File: config.mk
export PLATFORM = sky130hd
export DESIGN_NAME = bit_frame_error_counter_core
export DESIGN_NICKNAME = d
export VERILOG_FILES = /design/src/rtl/bfec_pkg.sv /design/src/rtl/bfec_front.sv /design/src/rtl/bfec_queue.sv /design/src/rtl/bfec_back.sv /design/src/rtl/bit_frame_error_counter_core.sv
export SDC_FILE = /design/constraint.sdc
export NUM_CORES = 2
export LEC_CHECK = 0
export ABC_CLOCK_PERIOD_IN_PS = 12100
export BUFFER_PORTS_ARGS = -buffer_cell sky130_fd_sc_hd__buf_2
export CORE_MARGIN = 3
export CORE_UTILIZATION = 55
export CTS_BUF_LIST = sky130_fd_sc_hd__clkbuf_8 sky130_fd_sc_hd__clkbuf_16
export DETAILED_ROUTE_END_ITERATION = 10
export GPL_TIMING_DRIVEN = 0
export PLACE_DENSITY = 0.74
export SYNTH_ARGS = -nofsm -noshare
export SYNTH_HDL_FRONTEND = slang
export SYNTH_SLANG_ARGS = --single-unit
File: constraint.sdc
create_clock -name clk -period 12.1 [get_ports clk]
set_clock_uncertainty 0.05 [all_clocks]
set_input_delay 0.605 -clock clk [delete_from_list [all_inputs] [get_ports clk]]
set_output_delay 0.605 -clock clk [all_outputs]
set_load 0.03 [all_outputs]
File: src/rtl/bfec_pkg.sv
// bfec_pkg: shared types, constants and saturating helpers for the
// bit/frame error counter. No dependencies; imported by every rtl module.
`timescale 1ns / 1ps

package bfec_pkg;

  // word geometry
  localparam int WORD_BITS = 32;
  localparam int ONES_W    = $clog2(WORD_BITS + 1);

  // counter widths
  localparam int MISM_W  = 16;
  localparam int FRAME_W = 32;
  localparam int WIDE_W  = 48;
  localparam int ITER_W  = 40;

  // floor(x / 10) for 16-bit x: (x * 52429) >> 19 is exact over the range
  localparam logic [16:0] DIV10_RECIP = 17'd52429;
  localparam int          DIV10_SHIFT = 19;

  // configuration register indexes
  typedef enum logic [1:0] {
    CFG_DETECTION_EN = 2'd0,
    CFG_MAX_FRAMES   = 2'd1,
    CFG_MIN_ERR      = 2'd2,
    CFG_UNUSED       = 2'd3
  } bfec_cfg_idx_t;

  // stop codes
  typedef enum logic [1:0] {
    STOP_CONTINUE = 2'd0,
    STOP_POINT    = 2'd1,
    STOP_ALL      = 2'd2
  } bfec_stop_t;

  // classified beat passed from front to back
  typedef struct packed {
    logic [ONES_W-1:0] ones;
    logic              last;
    logic [15:0]       f_gate;
    logic [15:0]       p_gate;
    logic              flagged;
    logic [7:0]        iters;
  } bfec_item_t;

  // configuration seen by the back end
  typedef struct packed {
    logic        detection_en;
    logic [31:0] max_frames;
    logic [15:0] min_err;
    logic [15:0] min_err_div10;
  } bfec_cfg_t;

  function automatic logic [FRAME_W-1:0] sat_inc_32(input logic [FRAME_W-1:0] a);
    sat_inc_32 = (&a) ? a : a + 1'b1;
  endfunction

  function automatic logic [WIDE_W-1:0] sat_add_48(input logic [WIDE_W-1:0] a,
                                                   input logic [WIDE_W-1:0] b);
    logic [WIDE_W:0] s;
    s = {1'b0, a} + {1'b0, b};
    sat_add_48 = s[WIDE_W] ? {WIDE_W{1'b1}} : s[WIDE_W-1:0];
  endfunction

  function automatic logic [ITER_W-1:0] sat_add_40(input logic [ITER_W-1:0] a,
                                                   input logic [7:0]        b);
    logic [ITER_W:0] s;
    s = {1'b0, a} + {{(ITER_W-7){1'b0}}, b};
    sat_add_40 = s[ITER_W] ? {ITER_W{1'b1}} : s[ITER_W-1:0];
  endfunction

endpackage

File: src/rtl/bfec_front.sv
// bfec_front: accepts input beats, counts masked mismatches per word and
// holds the classified beat in one register. Depends on bfec_pkg.
`timescale 1ns / 1ps

module bfec_front import bfec_pkg::*; (
  input  logic        clk,
  input  logic        rst_n,
  input  logic        in_valid,
  output logic        in_ready,
  input  logic [31:0] in_decoded_word,
  input  logic [31:0] in_reference_word,
  input  logic [31:0] in_compare_mask,
  input  logic        in_last_of_frame,
  input  logic [15:0] in_f_gate_errors,
  input  logic [15:0] in_p_gate_errors,
  input  logic        in_decoder_flagged,
  input  logic [7:0]  in_iterations,
  output logic        push_valid,
  input  logic        push_ready,
  output bfec_item_t  push_item
);

  logic             valid_r, valid_nxt;
  bfec_item_t       item_r;
  logic [31:0]      diff;
  logic [ONES_W-1:0] ones;
  logic             accept;

  // masked mismatch count of one word
  always_comb begin
    diff = (in_decoded_word ^ in_reference_word) & in_compare_mask;
    ones = '0;
    for (int i = 0; i < WORD_BITS; i++) begin
      ones = ones + {{(ONES_W-1){1'b0}}, diff[i]};
    end
  end

  // handshake: stage frees when its beat moves into the queue
  assign in_ready = !valid_r || push_ready;
  assign accept   = in_valid && in_ready;

  always_comb begin
    valid_nxt = valid_r;
    if (accept) begin
      valid_nxt = 1'b1;
    end else if (push_ready) begin
      valid_nxt = 1'b0;
    end
  end

  always_ff @(posedge clk) begin
    if (!rst_n) begin
      valid_r <= 1'b0;
    end else begin
      valid_r <= valid_nxt;
    end
  end

  // payload register
  always_ff @(posedge clk) begin
    if (accept) begin
      item_r.ones    <= ones;
      item_r.last    <= in_last_of_frame;
      item_r.f_gate  <= in_f_gate_errors;
      item_r.p_gate  <= in_p_gate_errors;
      item_r.flagged <= in_decoder_flagged;
      item_r.iters   <= in_iterations;
    end
  end

  assign push_valid = valid_r;
  assign push_item  = item_r;

endmodule

File: src/rtl/bfec_queue.sv
// bfec_queue: two-entry queue between front and back so each side can
// stall on its own. Depends on bfec_pkg.
`timescale 1ns / 1ps

module bfec_queue import bfec_pkg::*; (
  input  logic       clk,
  input  logic       rst_n,
  input  logic       push_valid,
  output logic       push_ready,
  input  bfec_item_t push_item,
  output logic       pop_valid,
  input  logic       pop_ready,
  output bfec_item_t pop_item
);

  bfec_item_t  slot_r [2];
  logic        wr_ptr_r, wr_ptr_nxt;
  logic        rd_ptr_r, rd_ptr_nxt;
  logic [1:0]  count_r, count_nxt;
  logic        do_push, do_pop;

  assign push_ready = (count_r != 2'd2);
  assign pop_valid  = (count_r != 2'd0);
  assign pop_item   = slot_r[rd_ptr_r];
  assign do_push    = push_valid && push_ready;
  assign do_pop     = pop_valid && pop_ready;

  // pointer and fill count update
  always_comb begin
    wr_ptr_nxt = do_push ? ~wr_ptr_r : wr_ptr_r;
    rd_ptr_nxt = do_pop ? ~rd_ptr_r : rd_ptr_r;
    count_nxt  = count_r;
    if (do_push && !do_pop) begin
      count_nxt = count_r + 2'd1;
    end else if (!do_push && do_pop) begin
      count_nxt = count_r - 2'd1;
    end
  end

  always_ff @(posedge clk) begin
    if (!rst_n) begin
      wr_ptr_r <= 1'b0;
      rd_ptr_r <= 1'b0;
      count_r  <= 2'd0;
    end else begin
      wr_ptr_r <= wr_ptr_nxt;
      rd_ptr_r <= rd_ptr_nxt;
      count_r  <= count_nxt;
    end
  end

  // storage
  always_ff @(posedge clk) begin
    if (do_push) begin
      slot_r[wr_ptr_r] <= push_item;
    end
  end

endmodule

File: src/rtl/bfec_back.sv
// bfec_back: accumulates the open frame, closes it on the last beat,
// updates the saturating counters, decides the stop code and holds the
// result in an output register. Depends on bfec_pkg.
`timescale 1ns / 1ps

module bfec_back import bfec_pkg::*; (
  input  logic               clk,
  input  logic               rst_n,
  input  bfec_cfg_t          cfg,
  input  logic               pop_valid,
  output logic               pop_ready,
  input  bfec_item_t         pop_item,
  output logic               out_valid,
  input  logic               out_ready,
  output logic [1:0]         out_stop_code,
  output logic [FRAME_W-1:0] out_frames,
  output logic [WIDE_W-1:0]  out_bit_errors,
  output logic [FRAME_W-1:0] out_error_frames,
  output logic [WIDE_W-1:0]  out_f_gate_total,
  output logic [WIDE_W-1:0]  out_p_gate_total,
  output logic [FRAME_W-1:0] out_detected,
  output logic [FRAME_W-1:0] out_undetected,
  output logic [FRAME_W-1:0] out_false_alarms,
  output logic [ITER_W-1:0]  out_iteration_total
);

  // running counters
  logic [MISM_W-1:0]  mism_r, mism_nxt;
  logic [FRAME_W-1:0] frames_r, frames_nxt;
  logic [WIDE_W-1:0]  bits_r, bits_nxt;
  logic [FRAME_W-1:0] eframes_r, eframes_nxt;
  logic [WIDE_W-1:0]  fgate_r, fgate_nxt;
  logic [WIDE_W-1:0]  pgate_r, pgate_nxt;
  logic [FRAME_W-1:0] det_r, det_nxt;
  logic [FRAME_W-1:0] undet_r, undet_nxt;
  logic [FRAME_W-1:0] falarm_r, falarm_nxt;
  logic [ITER_W-1:0]  iter_r, iter_nxt;

  // output register
  logic               ovalid_r, ovalid_nxt;
  bfec_stop_t         ocode_r;
  logic [FRAME_W-1:0] oframes_r, oeframes_r, odet_r, oundet_r, ofalarm_r;
  logic [WIDE_W-1:0]  obits_r, ofgate_r, opgate_r;
  logic [ITER_W-1:0]  oiter_r;

  // closing values
  logic [MISM_W:0]    mism_sum;
  logic [MISM_W-1:0]  mism_new;
  logic               erroneous;
  logic [FRAME_W-1:0] c_frames, c_eframes, c_det, c_undet, c_falarm;
  logic [WIDE_W-1:0]  c_bits, c_fgate, c_pgate;
  logic [ITER_W-1:0]  c_iter;
  logic               stop, stop_all;
  bfec_stop_t         code;
  logic               take, close;

  // a closing beat needs a free output register; others always drain
  assign pop_ready = !pop_item.last || !ovalid_r || out_ready;
  assign take      = pop_valid && pop_ready;
  assign close     = take && pop_item.last;

  // open frame mismatch count, saturating at 16 bits
  always_comb begin
    mism_sum = {1'b0, mism_r} + {{(MISM_W+1-ONES_W){1'b0}}, pop_item.ones};
    mism_new = mism_sum[MISM_W] ? {MISM_W{1'b1}} : mism_sum[MISM_W-1:0];
  end

  // frame close: counter updates and stop decision
  always_comb begin
    erroneous = (mism_new != '0);
    c_frames  = sat_inc_32(frames_r);
    c_bits    = sat_add_48(bits_r, {{(WIDE_W-MISM_W){1'b0}}, mism_new});
    c_eframes = erroneous ? sat_inc_32(eframes_r) : eframes_r;
    c_fgate   = sat_add_48(fgate_r, {{(WIDE_W-16){1'b0}}, pop_item.f_gate});
    c_pgate   = sat_add_48(pgate_r, {{(WIDE_W-16){1'b0}}, pop_item.p_gate});
    c_iter    = sat_add_40(iter_r, pop_item.iters);
    c_det     = det_r;
    c_undet   = undet_r;
    c_falarm  = falarm_r;
    if (cfg.detection_en) begin
      if (erroneous && pop_item.flagged) begin
        c_det = sat_inc_32(det_r);
      end else if (erroneous) begin
        c_undet = sat_inc_32(undet_r);
      end else if (pop_item.flagged) begin
        c_falarm = sat_inc_32(falarm_r);
      end
    end
    stop     = (c_eframes >= {16'd0, cfg.min_err}) || (c_frames >= cfg.max_frames);
    stop_all = stop && (c_eframes <= {16'd0, cfg.min_err_div10});
    if (stop_all) begin
      code = STOP_ALL;
    end else if (stop) begin
      code = STOP_POINT;
    end else begin
      code = STOP_CONTINUE;
    end
  end

  // next counter state
  always_comb begin
    mism_nxt    = mism_r;
    frames_nxt  = frames_r;
    bits_nxt    = bits_r;
    eframes_nxt = eframes_r;
    fgate_nxt   = fgate_r;
    pgate_nxt   = pgate_r;
    det_nxt     = det_r;
    undet_nxt   = undet_r;
    falarm_nxt  = falarm_r;
    iter_nxt    = iter_r;
    if (close) begin
      mism_nxt = '0;
      if (stop) begin
        frames_nxt  = '0;
        bits_nxt    = '0;
        eframes_nxt = '0;
        fgate_nxt   = '0;
        pgate_nxt   = '0;
        det_nxt     = '0;
        undet_nxt   = '0;
        falarm_nxt  = '0;
        iter_nxt    = '0;
      end else begin
        frames_nxt  = c_frames;
        bits_nxt    = c_bits;
        eframes_nxt = c_eframes;
        fgate_nxt   = c_fgate;
        pgate_nxt   = c_pgate;
        det_nxt     = c_det;
        undet_nxt   = c_undet;
        falarm_nxt  = c_falarm;
        iter_nxt    = c_iter;
      end
    end else if (take) begin
      mism_nxt = mism_new;
    end
  end

  always_ff @(posedge clk) begin
    if (!rst_n) begin
      mism_r    <= '0;
      frames_r  <= '0;
      bits_r    <= '0;
      eframes_r <= '0;
      fgate_r   <= '0;
      pgate_r   <= '0;
      det_r     <= '0;
      undet_r   <= '0;
      falarm_r  <= '0;
      iter_r    <= '0;
    end else begin
      mism_r    <= mism_nxt;
      frames_r  <= frames_nxt;
      bits_r    <= bits_nxt;
      eframes_r <= eframes_nxt;
      fgate_r   <= fgate_nxt;
      pgate_r   <= pgate_nxt;
      det_r     <= det_nxt;
      undet_r   <= undet_nxt;
      falarm_r  <= falarm_nxt;
      iter_r    <= iter_nxt;
    end
  end

  // output beat valid
  always_comb begin
    ovalid_nxt = ovalid_r;
    if (close) begin
      ovalid_nxt = 1'b1;
    end else if (out_ready) begin
      ovalid_nxt = 1'b0;
    end
  end

  always_ff @(posedge clk) begin
    if (!rst_n) begin
      ovalid_r <= 1'b0;
    end else begin
      ovalid_r <= ovalid_nxt;
    end
  end

  // output payload
  always_ff @(posedge clk) begin
    if (close) begin
      ocode_r    <= code;
      oframes_r  <= c_frames;
      obits_r    <= c_bits;
      oeframes_r <= c_eframes;
      ofgate_r   <= c_fgate;
      opgate_r   <= c_pgate;
      odet_r     <= c_det;
      oundet_r   <= c_undet;
      ofalarm_r  <= c_falarm;
      oiter_r    <= c_iter;
    end
  end

  assign out_valid           = ovalid_r;
  assign out_stop_code       = ocode_r;
  assign out_frames          = oframes_r;
  assign out_bit_errors      = obits_r;
  assign out_error_frames    = oeframes_r;
  assign out_f_gate_total    = ofgate_r;
  assign out_p_gate_total    = opgate_r;
  assign out_detected        = odet_r;
  assign out_undetected      = oundet_r;
  assign out_false_alarms    = ofalarm_r;
  assign out_iteration_total = oiter_r;

endmodule

File: src/rtl/bit_frame_error_counter_core.sv
// Bit/frame error counter top level: configuration registers, front
// classifier, queue and back accumulator. Depends on bfec_pkg, bfec_front,
// bfec_queue and bfec_back.
//
// Usage: each in_ beat carries one 32-bit decoded word, its reference word
// and a compare mask; masked mismatches add to the open frame. The beat with
// in_last_of_frame closes the frame and, with its gate-error counts, flag and
// iteration count, produces exactly one out_ beat with all counters and a
// stop code (0 continue, 1 stop point, 2 stop all). Other beats give none.
// After a nonzero stop code every counter restarts from zero.
// Throughput: one beat per clock while out_ready is high, including
// back-to-back closing beats. A closing beat passes through the front
// register, a queue slot and the output register before out_valid rises.
// When out_ready is low the result holds; non-closing beats keep draining,
// the next closing beat waits at the queue head, and in_ready drops once
// the queue and front register are full.
// Reset (rst_n low, synchronous) clears all counters and restores
// detection_enabled = 1, max_frames = 1000000, min_error_frames = 100.
// cfg_ beats are always taken; write them only while the block is idle.
`timescale 1ns / 1ps

module bit_frame_error_counter_core import bfec_pkg::*; (
  input  logic               clk,
  input  logic               rst_n,
  // configuration write channel
  input  logic               cfg_valid,
  output logic               cfg_ready,
  input  logic [1:0]         cfg_index,
  input  logic [31:0]        cfg_data,
  // input channel
  input  logic               in_valid,
  output logic               in_ready,
  input  logic [31:0]        in_decoded_word,
  input  logic [31:0]        in_reference_word,
  input  logic [31:0]        in_compare_mask,
  input  logic               in_last_of_frame,
  input  logic [15:0]        in_f_gate_errors,
  input  logic [15:0]        in_p_gate_errors,
  input  logic               in_decoder_flagged,
  input  logic [7:0]         in_iterations,
  // result channel
  output logic               out_valid,
  input  logic               out_ready,
  output logic [1:0]         out_stop_code,
  output logic [31:0]        out_frames,
  output logic [47:0]        out_bit_errors,
  output logic [31:0]        out_error_frames,
  output logic [47:0]        out_f_gate_total,
  output logic [47:0]        out_p_gate_total,
  output logic [31:0]        out_detected,
  output logic [31:0]        out_undetected,
  output logic [31:0]        out_false_alarms,
  output logic [39:0]        out_iteration_total
);

  bfec_cfg_t   cfg_r, cfg_nxt;
  logic [34:0] div10_prod;
  logic        cfg_we;
  logic        push_valid, push_ready, pop_valid, pop_ready;
  bfec_item_t  push_item, pop_item;

  // configuration registers; min_err / 10 is kept alongside
  assign cfg_ready  = 1'b1;
  assign cfg_we     = cfg_valid && cfg_ready;
  assign div10_prod = {19'd0, cfg_data[15:0]} * {18'd0, DIV10_RECIP};

  always_comb begin
    cfg_nxt = cfg_r;
    if (cfg_we) begin
      case (bfec_cfg_idx_t'(cfg_index))
        CFG_DETECTION_EN: cfg_nxt.detection_en = cfg_data[0];
        CFG_MAX_FRAMES:   cfg_nxt.max_frames = cfg_data;
        CFG_MIN_ERR: begin
          cfg_nxt.min_err       = cfg_data[15:0];
          cfg_nxt.min_err_div10 = div10_prod[DIV10_SHIFT +: 16];
        end
        default: cfg_nxt = cfg_r;
      endcase
    end
  end

  always_ff @(posedge clk) begin
    if (!rst_n) begin
      cfg_r.detection_en  <= 1'b1;
      cfg_r.max_frames    <= 32'd1000000;
      cfg_r.min_err       <= 16'd100;
      cfg_r.min_err_div10 <= 16'd10;
    end else begin
      cfg_r <= cfg_nxt;
    end
  end

  // front: accept and classify
  bfec_front u_front (
    .clk                (clk),
    .rst_n              (rst_n),
    .in_valid           (in_valid),
    .in_ready           (in_ready),
    .in_decoded_word    (in_decoded_word),
    .in_reference_word  (in_reference_word),
    .in_compare_mask    (in_compare_mask),
    .in_last_of_frame   (in_last_of_frame),
    .in_f_gate_errors   (in_f_gate_errors),
    .in_p_gate_errors   (in_p_gate_errors),
    .in_decoder_flagged (in_decoder_flagged),
    .in_iterations      (in_iterations),
    .push_valid         (push_valid),
    .push_ready         (push_ready),
    .push_item          (push_item)
  );

  // decoupling queue
  bfec_queue u_queue (
    .clk        (clk),
    .rst_n      (rst_n),
    .push_valid (push_valid),
    .push_ready (push_ready),
    .push_item  (push_item),
    .pop_valid  (pop_valid),
    .pop_ready  (pop_ready),
    .pop_item   (pop_item)
  );

  // back: accumulate, close frames, report
  bfec_back u_back (
    .clk                 (clk),
    .rst_n               (rst_n),
    .cfg                 (cfg_r),
    .pop_valid           (pop_valid),
    .pop_ready           (pop_ready),
    .pop_item            (pop_item),
    .out_valid           (out_valid),
    .out_ready           (out_ready),
    .out_stop_code       (out_stop_code),
    .out_frames          (out_frames),
    .out_bit_errors      (out_bit_errors),
    .out_error_frames    (out_error_frames),
    .out_f_gate_total    (out_f_gate_total),
    .out_p_gate_total    (out_p_gate_total),
    .out_detected        (out_detected),
    .out_undetected      (out_undetected),
    .out_false_alarms    (out_false_alarms),
    .out_iteration_total (out_iteration_total)
  );

`ifndef SYNTHESIS
  // every reported frame count includes the closing frame
  a_frames_nonzero: assert property (@(posedge clk) disable iff (!rst_n)
    out_valid |-> out_frames != 32'd0)
    else $error("result with zero frame count");

  // erroneous frames never outnumber frames
  a_eframes_le_frames: assert property (@(posedge clk) disable iff (!rst_n)
    out_valid |-> out_error_frames <= out_frames)
    else $error("error frame count above frame count");

  // stop code is one of the three defined codes
  a_stop_code_legal: assert property (@(posedge clk) disable iff (!rst_n)
    out_valid |-> (out_stop_code == STOP_CONTINUE || out_stop_code == STOP_POINT ||
                   out_stop_code == STOP_ALL))
    else $error("illegal stop code");

  // an empty queue with a free front stage always takes a beat
  a_ready_when_empty: assert property (@(posedge clk) disable iff (!rst_n)
    (!push_valid && !pop_valid) |-> in_ready)
    else $error("input stalled with empty pipeline");
`endif

endmodule
# Yosys cells after proc, flatten, opt, wreduce, memory -nomap -nowiden
# Memories as Yosys holds them, arrays and structs flattened. A register that Yosys moved wholly into a read port is not among the register bits.
# Cells that the tools add are included.
# W data, S select, Z words.
# classes
n_eq_ne	3
bitwise	5
n_addsub	43
mul	1
n_div	0
n_shift	0
magnitude_cmp	3
n_mux	40
reduce_logical	32
# op_table
op	n
$mux W32	20
$mux W48	6
$add A6 B1 Y6	30
$add A32 B1 Y32 const B	5
$reduce_and A32 Y1	5
$add A48 B16 Y49	3
$mux W40	2
$add A40 B8 Y41	1
$and A32 B32 Y32	1
$ge A32 B16 Y1	1
$ge A32 B32 Y1	1
$le A32 B13 Y1	1
$mul A16 B16 Y32 const B	1
$xor A32 B32 Y32	1
$add A16 B6 Y17	1
$mux W16	1
$reduce_bool A16 Y1	1
$mux W1	9
$logic_and A1 B1 Y1	8
$reduce_bool A2 Y1	4
$reduce_and A2 Y1	3
$logic_not A1 Y1	5
$logic_or A1 B1 Y1	4
$mux W2	2
9 further kinds	11
# totals
output_inout_bits	349
mem_bits_ro	0
ram_bits	96
register_bits	822
latchBits	0
memories	1
# mem_list
memory	words	word_bits	rd	rd_ports_with_merged_regs	write_ports	line_no	rtl
u_queue.slot_r	2	48	1	1	1	bfec_queue.sv:16	bfec_item_t slot_r [2];

# Longest topological paths before layout
# logic_depth
depth_word	33
mapped_depth	33
ltp_nobuf	25

# By module
# Synthesis repeated with hierarchy kept, for this count alone.
# hier_totals
hier_cells	4436
hier_area_um2	47693.2
# modules_own_cells
mod	seq_area_each_um2	cells_per_inst	n_inst	area_per_inst_um2
bfec_back	17616.9	3349	1	34466.8
bit_frame_error_counter_core	1241.2	730	1	6841.6
bfec_queue	2982.9	173	1	3706.1
bfec_front	1461.4	184	1	2678.8

# Worst setup path after synthesis
# OpenSTA, ideal clock, no wires.
# synth_timing
path_type	input-to-reg
from	in out_ready
to	reg u_back.frames_r[3]
setup_slack_ps	2478
setup_ps	74
path_stages	12
t_arrival_ps	9498
path_cell_list	nand2b_1 -> o22a_1 -> clkbuf_1 -> nand2b_1 -> inv_1 -> nand2_1 -> or2_2 -> or3_4 -> buf_6 -> buf_6 -> or3_1 -> o21ai_0
# synth_between
elab_chain_cells	3
# synth_lines
element	line_no	rtl
start: declaration	bit_frame_error_counter_core.sv:43	input logic out_ready,
$logic_or A1 B1 Y1	bfec_back.sv:58	assign pop_ready = !pop_item.last || !ovalid_r || out_ready;
$logic_and A1 B1 Y1	bfec_back.sv:59	assign take = pop_valid && pop_ready;
$logic_and A1 B1 Y1	bfec_back.sv:60	assign close = take && pop_item.last;
net u_back.close	bfec_back.sv:55	logic take, close;
end signal: assignment	bfec_back.sv:154	frames_r <= frames_nxt;
end: declaration	bfec_back.sv:29	logic [FRAME_W-1:0] frames_r, frames_nxt;
# The timed path passes the listed nets, and every way through them passes these cells.
# A chain may end at the register's enable or synchronous reset.

==> flow_metrics.py <==
metrics = {
    "synthesis": {
        "post-synth-top-count-cell": "edfxtp_1",
        "netlist_top_cells_count": "edfxtp_1, nand2_1, dfxtp_1, inv_1, ha_1",
        "async_flop_share": 0,
        "synth_flop_cell": "edfxtp_1",
        "synthTopCellsByArea": "edfxtp_1, dfxtp_1, ha_1",
        "ys_seq_area_frac": 0.497,
        "avgSynthCellArea_um2": 10.8,
        "synth-seq-cells": 919,
        "synth_top_area_share": 0.314,
        "synth_edf_count": 490,
        "syn_inst": 4328,
        "yosysTopAreaCell": "edfxtp_1",
        "synth_warnings": 0,
        "syn_area_um2": 46900,
        "synth.distinct_cells": 86,
        "synth_nets": 4883,
    },
    "grt": {
        "grt_overflow": 0,
        "grt_pass1_vias": 34595,
        "grt_pass1_wl_um": 199000,
        "track_usage": 0.287,
        "grt_max_degree": 97,
        "antenna_found_initial": 11,
    },
    "clock_network": {
        "cts_made_buffers": 95,
        "tritoncts": "built",
        "htreeDepth": 3,
        "post-cts-setup-buffers": 0,
        "ctsLongestPathBuffers": 3,
        "cts.sinks": 919,
        "clk_pin_slew_ps": 60,
        "holdBufCountCts": 0,
        "clockRootBuffer": "clkbuf_16",
        "post_cts_resized": 0,
        "clk-insertion-delay-late_ps": 660,
    },
    "outcome": {
        "status": "finished, final reports clean",
    },
    "timing": {
        "max_freq_mhz": 89.6,
        "slew_headroom": 0.171,
        "setup-tns-final_ps": 0,
        "finalSetupViolCount": 0,
        "fin_crit_ps": 11160,
        "finalHoldViolations": 0,
        "rsz0062_at_grt": "false",
        "final.period_utilization": 0.923,
        "tightest_slew_ps": 1210,
        "drv_slew": 0,
    },
    "finish": {
        "post-route-util": 0.646,
        "final_area_um2": 54300,
        "drive_gt1_frac": 0.165,
        "fill_cells": 6719,
        "syn_to_final_growth_pct": 15.9,
        "nets": 5512,
        "fin_cells": 6175,
    },
    "drt": {
        "vias": 35658,
        "ant_nets": 0,
        "dr.pass1.iters": 5,
        "avgViaCountPerCell": 5.77,
        "avgRoutedWirePerCell_um": 21.2,
        "drt_iter0_markers": 2842,
        "drt_wl_total_um": 131000,
        "drcViolationCount": 0,
    },
    "floorplanning": {
        "dieArea_um2": 88800,
        "ioPinCount": 526,
        "chipWidth_um": 298,
        "start_util": 0.557,
        "fp.dieH_um": 298,
        "num_rows": 106,
        "core_region_area_um2": 84100,
    },
    "power": {
        "pwr_density_cell_nw_per_um2": 209,
        "finalPower_w": 0.0114,
        "p_leak_nw": 23.3,
        "irDropWorstVdd_mv": 0.204,
    },
    "critical_path": {
        "path_class": "flop to flop",
        "critPathLaunchType": "flop",
        "reg2reg_depth": 31,
        "crit_path_end_kind": "flop",
        "cp_common_cell": "clkbuf_1",
        "cp_data_arrival_time_ps": 11700,
        "r2r_end": "u_back.fgate_r[16]$_SDFFE_PN0P_",
        "crit_fanout": 10,
        "slowest_delay_ps": 890,
        "required_ps": 12630,
        "critPathSlowestCell": "clkbuf_1",
        "rrSetupSlack_ps": 940,
    },
    "place": {
        "placed_cells": 5994,
        "place_area_um2": 51100,
        "port_buffers": 524,
        "place_hpwl_um": 98700,
        "gp_congestion": 0.922,
    },
    "hold_path": {
        "holdPathEnd": "u_front.push_item[37]$_DFFE_PP_",
        "min_path_type": "primary input to flop",
        "hp-start": "in_f_gate_errors[12]",
        "holdPathStages": 1,
    },
    "run": {
        "maxCapViolCount": 0,
    },
}
## through the flow
step | setup WS, ps | hold slack [ps]
floorplan | 2480 | 371
global placement | -1930 | 373
detailed placement | 1030 | 380
CTS | 995 | 35.5
global route | 520 | 44.2
finish | 935 | 65.7
## placed cells by master, fill, tap and decap left out, drive strengths merged, types with 11 or more instances in the layout
cell type	synthesis	routed
mux2	56	56
o21ai	151	151
nand4	53	53
a211oi	21	21
and3	105	105
nor3	46	46
nor2b	25	25
a22o	203	203
xnor2	184	184
clkinv	1	31
or3	35	35
a21boi	41	41
clkinvlp	0	11
a31oi	101	101
buf	58	590
o2bb2ai	15	15
a21o	63	63
or2	16	16
a21oi	161	161
bufinv	0	11
clkbuf	121	221
o211ai	22	22
o21a	23	23
and4	31	31
and2	48	48
dfxtp	429	429
xor2	164	164
nor4	20	20
nand2b	59	59
fa	110	110
nand3	134	134
nor2	166	166
o31ai	11	11
inv	296	321
ha	268	268
nand2	485	485
edfxtp	490	490
## critical path, delay by kind of cell (launching register included)
kind	cells	cell delay [ps]
flops	1	430
simple gates	11	3040
mux	1	510
xor+xnor	1	510
fa+ha+maj	3	1060
buf+inv	6	2930
compound gates	9	2500
## sequential cells by signal (all words and copies together) (netlist names), 40 cells and up, named ones only
signal,cells
u_back.bits_r,48
cfg_r,62
u_back.out_p_gate_total,48
u_back.iter_r,40
u_back.out_iteration_total,40
u_back.pgate_r,48
u_back.out_f_gate_total,48
u_front.push_item,48
u_queue.slot_r,96
u_back.out_bit_errors,48
u_back.fgate_r,48
## where the power goes
part | switching (W) | leakage (nW) | internal [W]
combinational | 0.00281 | 13.5 | 0.00148
sequential | 0.000196 | 8.11 | 0.00390
clock | 0.00127 | 1.62 | 0.00172
## cells by family after synthesis
| logic type | share of synthesized area |
|---|---|
| AOI/OAI and AO/OA | 0.131 |
| xor gates and xnor gates | 0.0650 |
| adders and majority gates | 0.119 |
| buffers and inverters | 0.0411 |
| DFF | 0.497 |
| muxes | 0.0157 |
| other | 0.0000800 |
| and+or+nand+nor | 0.131 |
## how the worst max path moves through the flow
stage | to
after detailed placement | u_back.fgate_r[16]$_SDFFE_PN0P_
after global routing | u_back.fgate_r[16]$_SDFFE_PN0P_
final | u_back.fgate_r[16]$_SDFFE_PN0P_
after CTS | u_back.fgate_r[16]$_SDFFE_PN0P_
after global placement | u_back.pgate_r[45]$_SDFFE_PN0P_
after floorplan | u_back.frames_r[3]$_SDFFE_PN0P_
## cell type report
type | count | area [µm²] | area share
antenna | 4 | 10.0 | 0.000184
buffer | 179 | 813 | 0.0150
clock buffer | 100 | 2470 | 0.0454
clock inverter | 77 | 733 | 0.0135
inverter | 297 | 1120 | 0.0207
multi-input combinational | 2933 | 21700 | 0.399
sequential | 919 | 23300 | 0.429
tap | 1134 | 1420 | 0.0261
timing repair buffer | 532 | 2820 | 0.0519
## layer usage
layer,share of wire,track usage
met1,0.42,0.379
met2,0.47,0.475
met3,0.070,0.0447
met4,0.041,0.114
met5,0.00020,0
(Power assumes the default switching activity.)
